`src/rtl/lfoc_pkg.sv`:
```
package lfoc_pkg;

  // Field widths.
  localparam int IR_W       = 10;
  localparam int DIST_W     = 13;
  localparam int PERIOD_W   = 10;
  localparam int TIME_W     = 16;
  localparam int SPEED_W    = 5;
  localparam int CMD_W      = 3;
  localparam int LED_W      = 2;
  localparam int STATUS_W   = 4;
  localparam int MODE_W     = 2;
  localparam int CFG_IDX_W  = 3;
  localparam int CFG_DATA_W = 16;

  localparam int ADC_BITS_DEF = 10;

  // Drive commands.
  localparam logic [CMD_W-1:0] CMD_NONE  = 3'd0;
  localparam logic [CMD_W-1:0] CMD_STOP  = 3'd1;
  localparam logic [CMD_W-1:0] CMD_FWD   = 3'd2;
  localparam logic [CMD_W-1:0] CMD_RIGHT = 3'd3;
  localparam logic [CMD_W-1:0] CMD_LEFT  = 3'd4;

  // LED colors.
  localparam logic [LED_W-1:0] LED_KEEP  = 2'd0;
  localparam logic [LED_W-1:0] LED_GREEN = 2'd1;
  localparam logic [LED_W-1:0] LED_BLUE  = 2'd2;

  // Status codes.
  localparam logic [STATUS_W-1:0] ST_ENTER_FOLLOW = 4'd0;
  localparam logic [STATUS_W-1:0] ST_OBSTACLE     = 4'd1;
  localparam logic [STATUS_W-1:0] ST_CREEP        = 4'd2;
  localparam logic [STATUS_W-1:0] ST_RIGHT_STRONG = 4'd3;
  localparam logic [STATUS_W-1:0] ST_LEFT_STRONG  = 4'd4;
  localparam logic [STATUS_W-1:0] ST_BOTH_ON      = 4'd5;
  localparam logic [STATUS_W-1:0] ST_TURNING      = 4'd6;
  localparam logic [STATUS_W-1:0] ST_TURN_DONE    = 4'd7;
  localparam logic [STATUS_W-1:0] ST_SEARCHING    = 4'd8;

  // Mode codes as reported on the result channel.
  localparam logic [MODE_W-1:0] MODE_CODE_STARTUP = 2'd0;
  localparam logic [MODE_W-1:0] MODE_CODE_FOLLOW  = 2'd1;
  localparam logic [MODE_W-1:0] MODE_CODE_TURN    = 2'd2;
  localparam logic [MODE_W-1:0] MODE_CODE_SEARCH  = 2'd3;

  localparam logic [SPEED_W-1:0] TURN_SPEED = 5'd30;

  // Configuration register indexes.
  localparam logic [CFG_IDX_W-1:0] REG_GRAY_THRESHOLD = 3'd0;
  localparam logic [CFG_IDX_W-1:0] REG_NEAR_LIMIT     = 3'd1;
  localparam logic [CFG_IDX_W-1:0] REG_DECIDE_PERIOD  = 3'd2;
  localparam logic [CFG_IDX_W-1:0] REG_TURN_TIME      = 3'd3;
  localparam logic [CFG_IDX_W-1:0] REG_STARTUP_HOLD   = 3'd4;
  localparam logic [CFG_IDX_W-1:0] REG_CREEP_SPEED    = 3'd5;
  localparam logic [CFG_IDX_W-1:0] REG_CORRECT_SPEED  = 3'd6;

  // Configuration reset values.
  localparam logic [IR_W-1:0]     RST_GRAY_THRESHOLD = 10'd100;
  localparam logic [DIST_W-1:0]   RST_NEAR_LIMIT     = 13'd260;
  localparam logic [PERIOD_W-1:0] RST_DECIDE_PERIOD  = 10'd80;
  localparam logic [TIME_W-1:0]   RST_TURN_TIME      = 16'd5500;
  localparam logic [TIME_W-1:0]   RST_STARTUP_HOLD   = 16'd2000;
  localparam logic [SPEED_W-1:0]  RST_CREEP_SPEED    = 5'd4;
  localparam logic [SPEED_W-1:0]  RST_CORRECT_SPEED  = 5'd12;

  typedef enum logic [3:0] {
    MODE_STARTUP = 4'b0001,
    MODE_FOLLOW  = 4'b0010,
    MODE_TURN    = 4'b0100,
    MODE_SEARCH  = 4'b1000
  } mode_t;

  typedef struct packed {
    logic [IR_W-1:0]   left_ir;
    logic [IR_W-1:0]   right_ir;
    logic [DIST_W-1:0] distance;
  } in_t;

  typedef struct packed {
    logic [CMD_W-1:0]    drive_cmd;
    logic [SPEED_W-1:0]  drive_speed;
    logic [LED_W-1:0]    led_color;
    logic [STATUS_W-1:0] status;
    logic [MODE_W-1:0]   mode;
  } out_t;

  typedef struct packed {
    logic [IR_W-1:0]     gray_threshold;
    logic [DIST_W-1:0]   near_limit;
    logic [PERIOD_W-1:0] decide_period;
    logic [TIME_W-1:0]   turn_time;
    logic [TIME_W-1:0]   startup_hold;
    logic [SPEED_W-1:0]  creep_speed;
    logic [SPEED_W-1:0]  correct_speed;
  } cfg_t;

  typedef struct packed {
    mode_t               mode;
    logic [PERIOD_W-1:0] since;
    logic [TIME_W-1:0]   turn;
    logic [TIME_W-1:0]   hold;
  } st_t;

  function automatic logic [MODE_W-1:0] mode_code(input mode_t m);
    logic [MODE_W-1:0] code;
    case (m)
      MODE_STARTUP: code = MODE_CODE_STARTUP;
      MODE_FOLLOW:  code = MODE_CODE_FOLLOW;
      MODE_TURN:    code = MODE_CODE_TURN;
      default:      code = MODE_CODE_SEARCH;
    endcase
    return code;
  endfunction

endpackage

```
`src/rtl/line_follow_obstacle_controller_unit.sv`:
```
// Line-follow controller with obstacle avoidance, one sensor tick per transaction.
// Input channel (in_valid, in_stall, in_data): each transaction carries the two IR
// line-sensor samples and the ultrasonic distance of one millisecond tick.
// Result channel (out_valid, out_stall, out_data): one transaction per decision,
// none for ticks that fall between decisions or inside the startup hold.
// Configuration port (cfg_we, cfg_index, cfg_wdata): one register written per
// cycle with cfg_we high; indexes past the last register are ignored. Write it
// only while no tick is in flight.
// A tick accepted into the input register is evaluated there and, unless a
// stalled result blocks it, its result is loaded into the output register.
// Throughput: one tick per cycle while no stalled result holds the input register,
// set by the single compare-and-count pass between the input and output registers.
// Reset (rst_n low at a clock edge) empties both registers, loads the register
// defaults and puts the controller in startup mode with all counters at zero.
// When the receiver stalls, the result stays in the output register; ticks that
// produce no result keep flowing, and in_stall rises only once a second result
// is ready behind the stalled one.
module line_follow_obstacle_controller_unit #(
  parameter int ADC_BITS = lfoc_pkg::ADC_BITS_DEF
) (
  input  logic                              clk,
  input  logic                              rst_n,
  input  logic                              in_valid,
  output logic                              in_stall,
  input  lfoc_pkg::in_t                     in_data,
  output logic                              out_valid,
  input  logic                              out_stall,
  output lfoc_pkg::out_t                    out_data,
  input  logic                              cfg_we,
  input  logic [lfoc_pkg::CFG_IDX_W-1:0]    cfg_index,
  input  logic [lfoc_pkg::CFG_DATA_W-1:0]   cfg_wdata
);

  // Input register holding the tick under evaluation.
  logic           in_vld_r;
  logic           in_vld_nxt;
  lfoc_pkg::in_t  in_item_r;

  // Controller state: mode, tick counters and startup hold.
  lfoc_pkg::st_t  st_r;
  lfoc_pkg::st_t  st_nxt;

  // Output register.
  logic           out_vld_r;
  logic           out_vld_nxt;
  lfoc_pkg::out_t out_data_r;

  lfoc_pkg::cfg_t cfg;
  lfoc_pkg::out_t res;
  logic           emit;
  logic           out_free;
  logic           advance;
  logic           in_take;

  lfoc_cfg u_cfg (
    .clk       (clk),
    .rst_n     (rst_n),
    .cfg_we    (cfg_we),
    .cfg_index (cfg_index),
    .cfg_wdata (cfg_wdata),
    .cfg       (cfg)
  );

  lfoc_decide #(
    .ADC_BITS (ADC_BITS)
  ) u_decide (
    .item   (in_item_r),
    .st     (st_r),
    .cfg    (cfg),
    .emit   (emit),
    .res    (res),
    .st_nxt (st_nxt)
  );

  // The held tick retires when it produces nothing, or when the output register
  // is empty or being drained this cycle.
  assign out_free = !out_vld_r || !out_stall;
  assign advance  = in_vld_r && (!emit || out_free);
  assign in_stall = in_vld_r && !advance;
  assign in_take  = in_valid && !in_stall;

  always_comb begin
    in_vld_nxt = in_vld_r;
    if (in_take) begin
      in_vld_nxt = 1'b1;
    end else if (advance) begin
      in_vld_nxt = 1'b0;
    end
  end

  always_comb begin
    out_vld_nxt = out_vld_r;
    if (advance && emit) begin
      out_vld_nxt = 1'b1;
    end else if (!out_stall) begin
      out_vld_nxt = 1'b0;
    end
  end

  always_ff @(posedge clk) begin
    if (!rst_n) begin
      in_vld_r   <= 1'b0;
      out_vld_r  <= 1'b0;
      st_r.mode  <= lfoc_pkg::MODE_STARTUP;
      st_r.since <= '0;
      st_r.turn  <= '0;
      st_r.hold  <= '0;
    end else begin
      in_vld_r  <= in_vld_nxt;
      out_vld_r <= out_vld_nxt;
      if (advance) begin
        st_r <= st_nxt;
      end
    end
  end

  // Payload registers carry no reset.
  always_ff @(posedge clk) begin
    if (in_take) begin
      in_item_r <= in_data;
    end
    if (advance && emit) begin
      out_data_r <= res;
    end
  end

  assign out_valid = out_vld_r;
  assign out_data  = out_data_r;

endmodule

```
`src/rtl/lfoc_cfg.sv`:
```
module lfoc_cfg (
  input  logic                              clk,
  input  logic                              rst_n,
  input  logic                              cfg_we,
  input  logic [lfoc_pkg::CFG_IDX_W-1:0]    cfg_index,
  input  logic [lfoc_pkg::CFG_DATA_W-1:0]   cfg_wdata,
  output lfoc_pkg::cfg_t                    cfg
);

  lfoc_pkg::cfg_t cfg_r;
  lfoc_pkg::cfg_t cfg_nxt;

  always_comb begin
    cfg_nxt = cfg_r;
    if (cfg_we) begin
      case (cfg_index)
        lfoc_pkg::REG_GRAY_THRESHOLD:
          cfg_nxt.gray_threshold = cfg_wdata[lfoc_pkg::IR_W-1:0];
        lfoc_pkg::REG_NEAR_LIMIT:
          cfg_nxt.near_limit = cfg_wdata[lfoc_pkg::DIST_W-1:0];
        lfoc_pkg::REG_DECIDE_PERIOD:
          cfg_nxt.decide_period = cfg_wdata[lfoc_pkg::PERIOD_W-1:0];
        lfoc_pkg::REG_TURN_TIME:
          cfg_nxt.turn_time = cfg_wdata[lfoc_pkg::TIME_W-1:0];
        lfoc_pkg::REG_STARTUP_HOLD:
          cfg_nxt.startup_hold = cfg_wdata[lfoc_pkg::TIME_W-1:0];
        lfoc_pkg::REG_CREEP_SPEED:
          cfg_nxt.creep_speed = cfg_wdata[lfoc_pkg::SPEED_W-1:0];
        lfoc_pkg::REG_CORRECT_SPEED:
          cfg_nxt.correct_speed = cfg_wdata[lfoc_pkg::SPEED_W-1:0];
        default: ;
      endcase
    end
  end

  always_ff @(posedge clk) begin
    if (!rst_n) begin
      cfg_r.gray_threshold <= lfoc_pkg::RST_GRAY_THRESHOLD;
      cfg_r.near_limit     <= lfoc_pkg::RST_NEAR_LIMIT;
      cfg_r.decide_period  <= lfoc_pkg::RST_DECIDE_PERIOD;
      cfg_r.turn_time      <= lfoc_pkg::RST_TURN_TIME;
      cfg_r.startup_hold   <= lfoc_pkg::RST_STARTUP_HOLD;
      cfg_r.creep_speed    <= lfoc_pkg::RST_CREEP_SPEED;
      cfg_r.correct_speed  <= lfoc_pkg::RST_CORRECT_SPEED;
    end else begin
      cfg_r <= cfg_nxt;
    end
  end

  assign cfg = cfg_r;

endmodule

```
`src/rtl/lfoc_decide.sv`:
```
module lfoc_decide #(
  parameter int ADC_BITS = lfoc_pkg::ADC_BITS_DEF
) (
  input  lfoc_pkg::in_t  item,
  input  lfoc_pkg::st_t  st,
  input  lfoc_pkg::cfg_t cfg,
  output logic           emit,
  output lfoc_pkg::out_t res,
  output lfoc_pkg::st_t  st_nxt
);

  localparam int IrW = lfoc_pkg::IR_W;
  localparam logic [IrW-1:0] AdcMask =
    (ADC_BITS >= IrW) ? {IrW{1'b1}} : IrW'((1 << ADC_BITS) - 1);

  logic [IrW-1:0]                l_smp;
  logic [IrW-1:0]                r_smp;
  logic                          lon;
  logic                          ron;
  logic                          near;
  logic [lfoc_pkg::PERIOD_W-1:0] since_inc;
  logic [lfoc_pkg::TIME_W-1:0]   turn_inc;

  assign l_smp = item.left_ir & AdcMask;
  assign r_smp = item.right_ir & AdcMask;
  assign lon   = l_smp > cfg.gray_threshold;
  assign ron   = r_smp > cfg.gray_threshold;
  assign near  = item.distance < cfg.near_limit;

  // Both tick counters saturate at their all-ones value.
  assign since_inc = (st.since != '1) ? st.since + 1'b1 : st.since;
  assign turn_inc  = ((st.mode == lfoc_pkg::MODE_TURN) && (st.turn != '1)) ?
                     st.turn + 1'b1 : st.turn;

  always_comb begin
    st_nxt          = st;
    st_nxt.since    = since_inc;
    st_nxt.turn     = turn_inc;
    emit            = 1'b0;
    res.drive_cmd   = lfoc_pkg::CMD_NONE;
    res.drive_speed = '0;
    res.led_color   = lfoc_pkg::LED_KEEP;
    res.status      = lfoc_pkg::ST_ENTER_FOLLOW;

    if (st.hold != '0) begin
      st_nxt.hold = st.hold - 1'b1;
    end else if (since_inc >= cfg.decide_period) begin
      emit         = 1'b1;
      st_nxt.since = '0;
      case (st.mode)
        lfoc_pkg::MODE_STARTUP: begin
          st_nxt.mode   = lfoc_pkg::MODE_FOLLOW;
          st_nxt.hold   = cfg.startup_hold;
          res.drive_cmd = lfoc_pkg::CMD_STOP;
          res.led_color = lfoc_pkg::LED_GREEN;
          res.status    = lfoc_pkg::ST_ENTER_FOLLOW;
        end
        lfoc_pkg::MODE_FOLLOW: begin
          if (near) begin
            st_nxt.mode   = lfoc_pkg::MODE_TURN;
            st_nxt.turn   = '0;
            res.drive_cmd = lfoc_pkg::CMD_STOP;
            res.led_color = lfoc_pkg::LED_BLUE;
            res.status    = lfoc_pkg::ST_OBSTACLE;
          end else if (!lon && !ron) begin
            res.drive_cmd   = lfoc_pkg::CMD_FWD;
            res.drive_speed = cfg.creep_speed;
            res.status      = lfoc_pkg::ST_CREEP;
          end else if (lon && !ron) begin
            res.drive_cmd   = lfoc_pkg::CMD_RIGHT;
            res.drive_speed = cfg.correct_speed;
            res.status      = lfoc_pkg::ST_RIGHT_STRONG;
          end else if (!lon && ron) begin
            res.drive_cmd   = lfoc_pkg::CMD_LEFT;
            res.drive_speed = cfg.correct_speed;
            res.status      = lfoc_pkg::ST_LEFT_STRONG;
          end else begin
            res.drive_cmd   = lfoc_pkg::CMD_RIGHT;
            res.drive_speed = cfg.creep_speed;
            res.status      = lfoc_pkg::ST_BOTH_ON;
          end
        end
        lfoc_pkg::MODE_TURN: begin
          if (turn_inc >= cfg.turn_time) begin
            st_nxt.mode   = lfoc_pkg::MODE_SEARCH;
            res.drive_cmd = lfoc_pkg::CMD_STOP;
            res.status    = lfoc_pkg::ST_TURN_DONE;
          end else begin
            res.drive_cmd   = lfoc_pkg::CMD_RIGHT;
            res.drive_speed = lfoc_pkg::TURN_SPEED;
            res.status      = lfoc_pkg::ST_TURNING;
          end
        end
        default: begin
          if (near) begin
            st_nxt.mode   = lfoc_pkg::MODE_TURN;
            st_nxt.turn   = '0;
            res.drive_cmd = lfoc_pkg::CMD_STOP;
            res.led_color = lfoc_pkg::LED_BLUE;
            res.status    = lfoc_pkg::ST_OBSTACLE;
          end else if (lon || ron) begin
            st_nxt.mode   = lfoc_pkg::MODE_FOLLOW;
            res.led_color = lfoc_pkg::LED_GREEN;
            res.status    = lfoc_pkg::ST_ENTER_FOLLOW;
          end else begin
            res.drive_cmd   = lfoc_pkg::CMD_FWD;
            res.drive_speed = cfg.creep_speed;
            res.status      = lfoc_pkg::ST_SEARCHING;
          end
        end
      endcase
    end
    res.mode = lfoc_pkg::mode_code(st_nxt.mode);
  end

endmodule

```
`config.mk`:
```
export PLATFORM = sky130hd
export DESIGN_NAME = line_follow_obstacle_controller_unit
export DESIGN_NICKNAME = d
export VERILOG_FILES = /design/src/rtl/lfoc_pkg.sv /design/src/rtl/line_follow_obstacle_controller_unit.sv /design/src/rtl/lfoc_cfg.sv /design/src/rtl/lfoc_decide.sv
export SDC_FILE = /design/constraint.sdc
export NUM_CORES = 1
export LEC_CHECK = 0
export BUFFER_PORTS_ARGS = -buffer_cell sky130_fd_sc_hd__buf_2
export CAP_MARGIN = 20
export CORE_UTILIZATION = 50
export DETAILED_ROUTE_END_ITERATION = 7
export PLACE_DENSITY = 0.77
export SETUP_SLACK_MARGIN = 0.02
export SLEW_MARGIN = 20
export SYNTH_ARGS = -nofsm -noshare
export SYNTH_HDL_FRONTEND = slang
export SYNTH_SLANG_ARGS = --single-unit
```
`constraint.sdc`:
```
create_clock -name clk -period 5.3 [get_ports clk]
set_clock_uncertainty 0.05 [all_clocks]
set_input_delay 0.795 -clock clk [delete_from_list [all_inputs] [get_ports clk]]
set_output_delay 0.795 -clock clk [all_outputs]
set_load 0.1 [all_outputs]
```
======== Word level (Yosys, flattened, before mapping) ========
Cells that the tools add are included.
storage, ports and cells
  word-level logic and storage cells ...... 121
  input bits .............................. 57
  output and inout port bits .............. 18
  flip-flop bits (word level) ............. 172
cells by class
  eq/ne operators ......................... 15
  bitwise gates (word level) .............. 1
  order comparisons ....................... 5
  reductions and logical operators ........ 33
  multiplexer cells ....................... 43
  $add $sub $neg .......................... 3
operator list
  kind                                                 number
  two-way mux 16 bit                                   5
  two-way mux 46 bit                                   1
  two-way mux 4 bit                                    8
  two-way mux 30 bit                                   1
  two-way mux 8 bit                                    3
  one-hot mux 4 bit (3 select lines)                   2
  > comparator 10 bit                                  2
  adder 16 x 1 -> 16 bit (second input constant)       1
  >= comparator 16 bit                                 1
  != test 16 bit (second input constant)               1
  nonzero test 16 bit                                  1
  subtractor 16 x 1 -> 16 bit (second input constant)  1
  two-way mux 5 bit                                    3
  one-hot mux 5 bit (3 select lines)                   1
  AND reduction 2 bit                                  7
  < comparator 13 bit                                  1
  one-hot mux 2 bit (3 select lines)                   2
  adder 10 x 1 -> 10 bit (second input constant)       1
  >= comparator 10 bit                                 1
  two-way mux 10 bit                                   1
  != test 10 bit (second input constant)               1
  equality test 3 bit (second input constant)          3
  two-way mux 1 bit                                    9
  one-hot mux 3 bit (3 select lines)                   1
  other kinds (18)                                     42

======== Longest topological paths before layout ========
  word-level depth ........................ 13
  depth in mapped cells ................... 17

======== Cells and area by module ========
A second synthesis with hierarchy kept.
second synthesis, totals
  cell total of the unflattened synthesis .. 997
  area, all modules ....................... 9437.8 um^2
modules (own cells, without submodules)
  module                                instances  sequential area each (um^2)  area each (um^2)  cells each
  line_follow_obstacle_controller_unit  1          2432.3                       3435.8            259
  lfoc_decide                           1          0.0                          3072.9            455
  lfoc_cfg                              1          1501.4                       2929.1            283

======== Worst setup path before layout ========
Ideal clock, no wire load.
  kind .................................... reg-to-reg
  start ................................... register st_r[32] (netlist bit)
  end ..................................... register in_item_r[0] (netlist bit), enable pin
  cell stages (with the launch flop) ...... 16
  path slack .............................. -396 ps
  arrival time ............................ 5145 ps
  path buffers ............................ 1
  cells stage by stage .................... dfxtp_1 ha_1 inv_1 nor4_2 nand4b_1 nor2_1 xor2_1 ha_1 a211o_1 a21oi_1 o211a_1 clkbuf_1 nor3_4 nand2_1 nor2_1 nor2b_1
on the way
  word-level cells in the longest chain between the ends .. 12
  elaborated cells on any way between the ends .. 13
  those cells by class .................... add/sub: 1; order compare: 1; eq/ne: 1; mux: 3; reduce/logical: 7
RTL lines
  element                                                          RTL line                                     text
  start, declared                                                  line_follow_obstacle_controller_unit.sv:40   lfoc_pkg::st_t st_r;
  start signal, assigned                                           line_follow_obstacle_controller_unit.sv:112  st_r <= st_nxt;
  adder 10 x 1 -> 10 bit / != test 10 bit (equally long branches)  lfoc_decide.sv:31                            assign since_inc = (st.since != '1) ? st.since + 1'b1 : st.since;
  two-way mux 10 bit *                                             lfoc_decide.sv:31
  >= comparator 10 bit *                                           lfoc_decide.sv:47                            end else if (since_inc >= cfg.decide_period) begin
  two-way mux 1 bit *                                              lfoc_decide.sv:47
  two-way mux 1 bit *                                              lfoc_decide.sv:45                            if (st.hold != '0) begin
  logical NOT 1 bit *                                              line_follow_obstacle_controller_unit.sv:78   assign advance = in_vld_r && (!emit || out_free);
  logical OR 1 bit *                                               line_follow_obstacle_controller_unit.sv:78
  logical AND 1 bit *                                              line_follow_obstacle_controller_unit.sv:78
  logical NOT 1 bit *                                              line_follow_obstacle_controller_unit.sv:79   assign in_stall = in_vld_r && !advance;
  logical AND 1 bit *                                              line_follow_obstacle_controller_unit.sv:79
  via in_stall                                                     line_follow_obstacle_controller_unit.sv:24   output logic in_stall,
  logical NOT 1 bit *                                              line_follow_obstacle_controller_unit.sv:80   assign in_take = in_valid && !in_stall;
  logical AND 1 bit *                                              line_follow_obstacle_controller_unit.sv:80
  via in_take                                                      line_follow_obstacle_controller_unit.sv:53   logic in_take;
  end signal, assigned                                             line_follow_obstacle_controller_unit.sv:120  in_item_r <= in_data;
  end, declared                                                    line_follow_obstacle_controller_unit.sv:37   lfoc_pkg::in_t in_item_r;
Mark *: on every way through the listed nets, which the timed path passes. The rest lies on a longest branch.
A chain may end at the register's enable or synchronous reset.

======== Final worst setup path ========
  start ................................... register st_r[32] (netlist bit)
  end ..................................... output in_stall
on the way
  word-level cells in the longest chain between the ends .. 10
  elaborated cells on any way between the ends .. 11
  those cells by class .................... add/sub: 1; order compare: 1; eq/ne: 1; mux: 3; reduce/logical: 5
RTL lines
  element                                                          RTL line
  adder 10 x 1 -> 10 bit / != test 10 bit (equally long branches)  lfoc_decide.sv:31
  two-way mux 10 bit *                                             lfoc_decide.sv:31
  >= comparator 10 bit *                                           lfoc_decide.sv:47
  two-way mux 1 bit *                                              lfoc_decide.sv:47
  two-way mux 1 bit *                                              lfoc_decide.sv:45
  logical NOT 1 bit *                                              line_follow_obstacle_controller_unit.sv:78
  logical OR 1 bit *                                               line_follow_obstacle_controller_unit.sv:78
  logical AND 1 bit *                                              line_follow_obstacle_controller_unit.sv:78
  logical NOT 1 bit *                                              line_follow_obstacle_controller_unit.sv:79
  logical AND 1 bit *                                              line_follow_obstacle_controller_unit.sv:79
  end, declared                                                    line_follow_obstacle_controller_unit.sv:24
Mark *: on every way between the ends. The rest lies on a longest branch, timed or not.

==> results.cfg <==
[global_route]
grt_max_degree = 44
overflow = 0
grt_use_total = 0.241
first_global_vias = 6908
grt_pass1_wl_um = 34300
antenna_found_initial = 0

[final_layout]
fin_cells = 1289
most-common-layout-cells = nand2_1, dfxtp_1, a21oi_1, buf_2, nor2_1
final_common_cell = nand2_1
fin_nets = 1169
drive_above_1_share = 0.136
multi_input_area_um2 = 4520
fin_area_um2 = 10000
diodes = 0
nFillCells = 1499
regArea_um2 = 3930
area_delta_synth_final_pct = 13.3

[worst_hold_path]
min_from = u_cfg.cfg[27]
worst_hold_path_type = register to register

[worst_setup_path]
cp_common_cell = ha_1
crit_required_ns = 4.45
r2r-start = st_r[32]
path_buf_inv = 2
ff2ff_setup_slack_ns = 0.62
slowest_delay_ns = 0.55
worstSetupPathType = register to primary output
setup.worst_path.start = st_r[32]
critical-path-top-delay-family = simple AND/OR/NAND/NOR gates
cp_cell_sequence = ha_1 -> inv_1 -> nor4_2 -> nand4b_1 -> nor2_1 -> xor2_1 -> ha_1 -> o21a_1 -> o211ai_1 -> o2bb2ai_1 -> nor3_4 -> nand2_1 -> nor2_2 -> buf_2
crit_arrival_ns = 4.10
crit_fanout = 7
crit_path_end_kind = primary output
cp-start-kind = register
cp_slowest_cell = nor4_2

[drt]
dr_total_vias = 7358
wl_um = 21200
dr.pass1.iters = 5
route.detailed.drc = 0
drt_iter0_drc = 582
antenna_left = 0
wl_per_cell_um = 16.5
via_per_inst = 5.71

[cts]
cts_num_sinks = 172
clk_pin_slew_ns = 0.07
h-tree-depth = 4
cts_tree = done
insertion_delay_ns = 0.43
post_cts_buffers = 0
hold_buffers = 0
clockBufferDepth = 2
numCtsBuffers = 17
cts_resized = 0
cts_root_buf = clkbuf_16

[yosys]
yosysTopAreaCellShare = 0.278
ys_types = 74
synth_ff_type = dfxtp_1
synth.area.top_cells = dfxtp_1, edfxtp_1, ha_1
ys_ff_latch = 172
syn_area_um2 = 8860
seq_area_frac_synth = 0.444
synth_largest_area_cell = dfxtp_1
yosysWarnings = 0
synth_area_per_cell_um2 = 8.96
syn-num-nets = 1107
synthCells = 989
async_flop_share = 0
synth_edf_count = 49

[place]
dp_cells = 1257
place_congestion = 0.871
place_area_um2 = 9410
hpwl_um = 14800
port_buffers = 74

[power]
seqPwrFrac = 0.381
pwr-share-clk = 0.330
switching_power_mw = 1.33
leakage_nw = 3.99
ir_drop_mv = 0.363
p_comb_frac = 0.289
pwr_density_cell_nw_per_um2 = 399
switching_share = 0.333
power.internal_mw = 2.67

[run_status]
status = complete, no violations

[timing]
clock.fmax_mhz = 202
slew_viol_final = 0
finalHoldViolCount = 0
setup_violations = 0
final.min_clock_period_ns = 4.95
post-route-period-util = 0.933
fin_tns_setup_ns = 0
worstMarginPinSlew_ns = 1.03
rsz0062_at_grt = false
relSlewSlack = 0.312

[floorplanning]
die_area_um2 = 18300
pin_count = 75
start_util = 0.512
die_height_um = 135
core_um2 = 17300
row_count = 48
die_w_um = 135

[run]
drv_cap = 0
tightest hold or removal path: stages, from the launching register on:
cell and delay (ns):
dfxtp_1 0.31, nand2_1 0.05, a21oi_1 0.05
per-stage QoR:
step,utilization,power [mW],setup slack [ns],hold slack [ns]
3_3_place_gp,0.544,2.66,0.811,0.392
6_report,0.580,4.01,0.352,0.404
3_5_place_dp,0.544,2.68,0.691,0.398
4_1_cts,0.580,4.01,0.392,0.407
5_1_grt,0.580,4.22,0.0403,0.421
2_1_floorplan,-,2.44,0.600,0.382
worst paths after layout:
| check | endpoint | cells after the start |
|---|---|---|
| max | in_stall | 14 |
| min | u_cfg.cfg[27] | 2 |
| max reg2reg | st_r[42] | 14 |
| min reg2reg | u_cfg.cfg[27] | 2 |
per-layer routing:
metal  wire (um)  vias up  global-route usage
met1        9510     3464               0.310
met5           0        -                   0
li1            -     3651                   -
met4         454        0              0.0949
met3        1150       32              0.0520
met2       10100      211               0.396
power groups by stage:
stage / clock network (mW) / logic [mW] / registers, mW
floorplan: 0 / 0.910 / 1.53
global placement: 0 / 1.11 / 1.55
detailed placement: 0 / 1.13 / 1.55
CTS: 1.33 / 1.15 / 1.52
global route: 1.39 / 1.30 / 1.54
finish: 1.32 / 1.16 / 1.53
area by class of cell:
type,instances,area share
Clock buffer,18,0.0427
Clock inverter,14,0.0192
Inverter,62,0.0232
Multi-Input combinational cell,714,0.451
Sequential cell,172,0.392
Tap cell,225,0.0280
Timing Repair Buffer,84,0.0444
cell usage after synthesis (4+ instances only):
master    instances
nand3_1          35
nand3b_1          6
a31oi_1           7
and4_1            6
dfxtp_1         123
nor3_1           22
inv_1            62
nor3b_1           5
a22oi_1           7
a21o_1            6
nor2_1           74
mux2i_1          13
edfxtp_1         49
nor4_1            4
clkbuf_1         30
xor2_1           15
o21ai_1           9
buf_2             5
and2_1            5
a21boi_0          5
o21a_1           16
a22oi_2           8
nand4_1          13
nand2_1         165
a21oi_1          96
or3_1             4
nor2b_1           5
o21ai_0          24
o211ai_1         20
a211oi_1         12
ha_1             61
xnor2_1           9
nand2b_1          7
kinds of logic (layout without fill, tap and decap cells):
| logic type | Yosys count | after routing | synth area share |
|---|---|---|---|
| flops | 172 | 172 | 0.444 |
| simple gates | 372 | 372 | 0.202 |
| fa+ha+maj | 61 | 61 | 0.0861 |
| xor+xnor | 24 | 24 | 0.0237 |
| buf+inv | 103 | 178 | 0.0469 |
| mux | 16 | 16 | 0.0185 |
| compound gates | 241 | 241 | 0.179 |
sequential cells by signal (all words and copies together) (netlist names):
name / cells
u_cfg.cfg: 75
st_r: 46
in_item_r: 33
out_data: 16
in_vld_r: 1
out_valid: 1
No activity file was read; power rests on OpenSTA's default activity.
